--- src/design/sha_pkg.sv ---
// Package with SHA-256 types, constants and round functions.
package sha_pkg;

	localparam int unsigned QueueDepth = 4;

	typedef logic [31:0] word_t;

	// Input item: one message byte with its flags.
	typedef struct packed {
		logic [7:0] data_byte;
		logic       has_byte;
		logic       last_byte;
	} byte_item_t;

	// Result item: one digest word with its position.
	typedef struct packed {
		logic [31:0] digest_word;
		logic [2:0]  word_index;
		logic        last_word;
	} word_item_t;

	// Command handed from the front part to the back part.
	typedef struct packed {
		logic [7:0] data;
		logic       has;
		logic       last;
	} cmd_t;

	typedef enum logic [2:0] {
		ST_TAKE,
		ST_ROUND,
		ST_ADD,
		ST_PAD,
		ST_EMIT
	} back_state_t;

	localparam logic [7:0] PadMark = 8'h80;

	function automatic word_t initial_hash(input logic [2:0] idx);
		word_t r;
		unique case (idx)
			3'd0: r = 32'h6a09e667;
			3'd1: r = 32'hbb67ae85;
			3'd2: r = 32'h3c6ef372;
			3'd3: r = 32'ha54ff53a;
			3'd4: r = 32'h510e527f;
			3'd5: r = 32'h9b05688c;
			3'd6: r = 32'h1f83d9ab;
			default: r = 32'h5be0cd19;
		endcase
		return r;
	endfunction

	localparam word_t RoundConst [64] = '{
		32'h428a2f98, 32'h71374491, 32'hb5c0fbcf, 32'he9b5dba5,
		32'h3956c25b, 32'h59f111f1, 32'h923f82a4, 32'hab1c5ed5,
		32'hd807aa98, 32'h12835b01, 32'h243185be, 32'h550c7dc3,
		32'h72be5d74, 32'h80deb1fe, 32'h9bdc06a7, 32'hc19bf174,
		32'he49b69c1, 32'hefbe4786, 32'h0fc19dc6, 32'h240ca1cc,
		32'h2de92c6f, 32'h4a7484aa, 32'h5cb0a9dc, 32'h76f988da,
		32'h983e5152, 32'ha831c66d, 32'hb00327c8, 32'hbf597fc7,
		32'hc6e00bf3, 32'hd5a79147, 32'h06ca6351, 32'h14292967,
		32'h27b70a85, 32'h2e1b2138, 32'h4d2c6dfc, 32'h53380d13,
		32'h650a7354, 32'h766a0abb, 32'h81c2c92e, 32'h92722c85,
		32'ha2bfe8a1, 32'ha81a664b, 32'hc24b8b70, 32'hc76c51a3,
		32'hd192e819, 32'hd6990624, 32'hf40e3585, 32'h106aa070,
		32'h19a4c116, 32'h1e376c08, 32'h2748774c, 32'h34b0bcb5,
		32'h391c0cb3, 32'h4ed8aa4a, 32'h5b9cca4f, 32'h682e6ff3,
		32'h748f82ee, 32'h78a5636f, 32'h84c87814, 32'h8cc70208,
		32'h90befffa, 32'ha4506ceb, 32'hbef9a3f7, 32'hc67178f2
	};

	function automatic word_t rotr(input word_t x, input int unsigned n);
		return (x >> n) | (x << (32 - n));
	endfunction

	function automatic word_t small_sig0(input word_t x);
		return rotr(x, 7) ^ rotr(x, 18) ^ (x >> 3);
	endfunction

	function automatic word_t small_sig1(input word_t x);
		return rotr(x, 17) ^ rotr(x, 19) ^ (x >> 10);
	endfunction

	function automatic word_t big_sig0(input word_t x);
		return rotr(x, 2) ^ rotr(x, 13) ^ rotr(x, 22);
	endfunction

	function automatic word_t big_sig1(input word_t x);
		return rotr(x, 6) ^ rotr(x, 11) ^ rotr(x, 25);
	endfunction

endpackage

--- src/design/sha_front.sv ---
// Front part: accepts input items, drops idle ones and queues the rest.
module sha_front
	import sha_pkg::*;
#(
	parameter int unsigned Depth = QueueDepth
) (
	input  logic clk,
	input  logic arst_n,
	input  logic in_valid,
	output logic in_ready,
	input  cmd_t in_cmd,
	output logic q_valid,
	input  logic q_ready,
	output cmd_t q_cmd
);
	localparam int unsigned AW = (Depth > 1) ? $clog2(Depth) : 1;

	cmd_t            mem_q [Depth];
	logic [AW-1:0]   wr_q, rd_q;
	logic [AW:0]     cnt_q;
	logic            push, pop, useful;

	assign useful   = in_cmd.has | in_cmd.last;
	assign in_ready = (cnt_q != (AW+1)'(Depth));
	assign push     = in_valid & in_ready & useful;
	assign q_valid  = (cnt_q != '0);
	assign pop      = q_valid & q_ready;
	assign q_cmd    = mem_q[rd_q];

	always_ff @(posedge clk) begin
		if (push) begin
			mem_q[wr_q] <= in_cmd;
		end
	end

	always_ff @(posedge clk or negedge arst_n) begin
		if (!arst_n) begin
			wr_q  <= '0;
			rd_q  <= '0;
			cnt_q <= '0;
		end else begin
			if (push) begin
				wr_q <= (wr_q == AW'(Depth - 1)) ? '0 : wr_q + 1'b1;
			end
			if (pop) begin
				rd_q <= (rd_q == AW'(Depth - 1)) ? '0 : rd_q + 1'b1;
			end
			cnt_q <= cnt_q + (AW+1)'(push) - (AW+1)'(pop);
		end
	end
endmodule

--- config.mk ---
export PLATFORM = sky130hd
export DESIGN_NAME = sha_front
export DESIGN_NICKNAME = d
export VERILOG_FILES = /design/src/design/sha_pkg.sv /design/src/design/sha_front.sv
export SDC_FILE = /design/constraint.sdc
export NUM_CORES = 1
export LEC_CHECK = 0
export ABC_AREA = 1
export BUFFER_PORTS_ARGS = -buffer_cell sky130_fd_sc_hd__buf_2
export CAP_MARGIN = 20
export CORE_AREA = 3 3 65 67
export CTS_BUF_LIST = sky130_fd_sc_hd__clkbuf_8
export CTS_CLUSTER_DIAMETER = 150
export DETAILED_ROUTE_END_ITERATION = 6
export DIE_AREA = 0 0 68 70
export HOLD_SLACK_MARGIN = 0.02
export PLACE_DENSITY = 0.83
export SLEW_MARGIN = 10
export SYNTH_ARGS = -nofsm -noshare
export SYNTH_HDL_FRONTEND = slang
export SYNTH_SLANG_ARGS = --single-unit
--- constraint.sdc ---
create_clock -name clk -period 2.3 [get_ports clk]
set_clock_uncertainty 0.2 [all_clocks]
set_input_delay 0.23 -clock clk [delete_from_list [all_inputs] [get_ports clk]]
set_output_delay 0.23 -clock clk [all_outputs]
set_load 0.01 [all_outputs]
==> out/metrics.yaml <==
tightestPinTransition_ps: 441
dieArea_mm2: 0.00476
worst_path_max_delay_cell: "sky130_fd_sc_hd__dfrtp_1"
timing.reg2reg.setup_slack_ps: 170
worst-setup-path-type: "flip-flop to flip-flop"
i_o_pins: 26
number_of_distinct_library_cell_variants_in_the_gate_level_netlist_after_synthesis: 22
seq_area_frac_synth: 0.657
timing.critical_path.slowest_cell_delay_ps: 420
detail_route.vias_per_cell: 4.80
cts.sink_count: 47
drt.antenna.violating_nets: 0
hold_ws_ps: 98.3
drt_iter0_drc: 48
maxCapViolCount: 0
number_of_design_rule_violations_left_after_detail_routing: 0
crit_start_category: "flip-flop"
most_common_library_cell_in_the_layout_ignoring_fill_and_taps: "sky130_fd_sc_hd__edfxtp_1"
clk_pin_slew_ps: 80
report.final.hold_viol_count: 0
final-max-slew-violation-count: 0
synth_seq_cells: 47
critical_path.reg2reg.startpoint: "cnt_q[1]"
floorplan.rows: 22
route.vias.total: 1276
fp.dieW_um: 68
die_height_um: 70
drive_above_1_share: 0.239
cts_buffer_depth: 2
period_needed_ps: 2130
status: "completed"
synth_compound_gate_area_share: 0.100
grt.total_usage: 0.155
total_detailed_routing_wirelength_um: 3340
finish.net_count: 239
synthAdderAreaFrac: 0.0513
antennaDiodeCount: 0
place.port_buffers: 25
setup.worst_path.end_class: "flip-flop"
worst_r2r_path_depth: 10
worstHoldPathType: "primary input to asynchronous set/reset pin"
leakagePower_nw: 1.08
post_synth_instance_area_mm2: 0.00210
grt_pass1_vias: 1203
wl_per_cell_um: 12.6
core_area_mm2: 0.00369
area_delta_synth_final_pct: 18.9
totalNegativeSetupSlack_ps: 0
clock_tree.htree_level_count: 2
total_power_mw: 2.86
synth.net_count: 196
insertion_delay_ps: 290
synth_top_family_by_area: "compound AO/OA/AOI/OAI gates"
fmax_ghz: 0.469
path_common_cell: "sky130_fd_sc_hd__inv_1"
dp_hpwl_um: 2220
timing.critical_path.arrival_ps: 2120
post_cts_resized: 0
initial_core_util: 0.568
grt_first_pass_wirelength_um: 5400
dp_worst_setup_slack_ps: 158
worstPathRequired_ps: 2280
mostFrequentLayoutCells: "sky130_fd_sc_hd__edfxtp_1, sky130_fd_sc_hd__inv_1, sky130_fd_sc_hd__nand2_1"
fillCellCount: 269
avgSynthCellArea_um2: 12.0
min_period_over_period: 0.928
place.gp.congestion: 0.845
unrepaired_setup_endpoints_after_global_routing: "false"
setup_viol_count_final: 0
total_grt_overflow: 0
cpLargestDelayFamily: "adder cells"
cts-buffers-inserted: 5
synth_simple_gate_area_frac: 0.0937
syn_inst: 174
worstReg2RegEnd: "cnt_q[2]"
post_synth_mux_area_share: 0
peak_fanout_along_the_critical_path: 4
tritoncts: "built"
critPathBufInv: 4
synth-xor-area-share: 0.00418
ordered_list_of_cells_on_the_worst_path: "inv_2 > nand3_2 > nand2_1 > inv_1 > ha_1 > inv_1 > ha_1 > inv_1 > fa_1 > xor2_1"
power_density_mw_per_mm2: 1150
largest_net_degree_at_the_start_of_global_routing: 44
timing.final.ws_setup_ps: 166
timing.slew.headroom: 0.706
drtPass1Iterations: 5
cts_root_buf: "sky130_fd_sc_hd__clkbuf_8"
yosysWarnings: 0
antenna_found_initial: 0
vdd_ir_drop_max_mv: 0.718
Yosys cell counts (all sizes together):
cell    count  area share
o211ai     10       0.038
clkbuf      1      0.0024
nor2        8       0.014
fa          1      0.0096
a21oi      10       0.038
xor2        1      0.0042
nand3       6       0.019
buf         6       0.030
inv        34       0.061
edfxtp     40        0.57
o21ai      10       0.024
ha          7       0.042
dfrtp       7       0.084
nand2      33       0.060
repair_timing:
action                                 in CTS  in global routing
hold buffers                               12                  0
buffers inserted                            0                  0
endpoints found under the hold margin      49                  0
logic make-up after synthesis:
| family | after synthesis |
|---|---|
| buf+inv | 41 |
| compound gates | 30 |
| simple gates | 47 |
| xor+xnor | 1 |
| flops | 47 |
| fa+ha+maj | 8 |
worst max-delay path by stage:
stage,start,to,slack [ps],cells after the start
2_1_floorplan,cnt_q[1],cnt_q[2],230,10
3_3_place_gp,cnt_q[1],cnt_q[2],240,10
3_5_place_dp,in_cmd[0],cnt_q[2],160,10
4_1_cts,cnt_q[1],cnt_q[2],170,10
5_1_grt,cnt_q[0],cnt_q[2],50,9
6_report,cnt_q[1],cnt_q[2],170,10
cell type report:
type                    instances  area, um^2  area share
clock buffers                   5        68.8      0.0276
repair buffers                 43         290       0.116
inverters                      34         128      0.0512
clock inverters                 3        46.3      0.0186
well taps                      48        60.1      0.0241
multi-input cells              86         523       0.210
flip-flops and latches         47        1380       0.552
metrics by stage:
step / std cells / cell area (um^2) / utilization
floorplan: 174 / 2100 / -
detailed placement: 246 / 2260 / 0.612
finish: 266 / 2490 / 0.676
global placement: 246 / 2260 / 0.612
CTS: 266 / 2490 / 0.676
global route: 266 / 2490 / 0.676
registers in the layout, summed over array words and instances, names as in the netlist:
register / flops
mem_q: 40
cnt_q: 3
rd_q: 2
wr_q: 2
worst reg2reg max path: stages (launching register included):
cell                      delay (ps)
sky130_fd_sc_hd__dfrtp_1         420
sky130_fd_sc_hd__inv_2            90
sky130_fd_sc_hd__nand3_2         100
sky130_fd_sc_hd__nand2_1         110
sky130_fd_sc_hd__inv_1            50
sky130_fd_sc_hd__ha_1            270
sky130_fd_sc_hd__inv_1            60
sky130_fd_sc_hd__ha_1            130
sky130_fd_sc_hd__inv_1            50
sky130_fd_sc_hd__fa_1            360
sky130_fd_sc_hd__xor2_1          170
power by group:
group	leakage, nW	internal (mW)	switching, mW
Combinational	0.573	0.414	0.677
Clock	0.0548	0.327	0.263
Sequential	0.449	1.10	0.0776
per-layer routing:
layer | vias up | track usage | part of all wire
met1 | 579 | 0.199 | 0.45
met3 | 2 | 0.0498 | 0.046
met2 | 32 | 0.242 | 0.50
li1 | 663 | - | -
met5 | - | 0 | 0
met4 | 0 | 0.0596 | 0.0048
No activity file was read; power rests on OpenSTA's default activity.
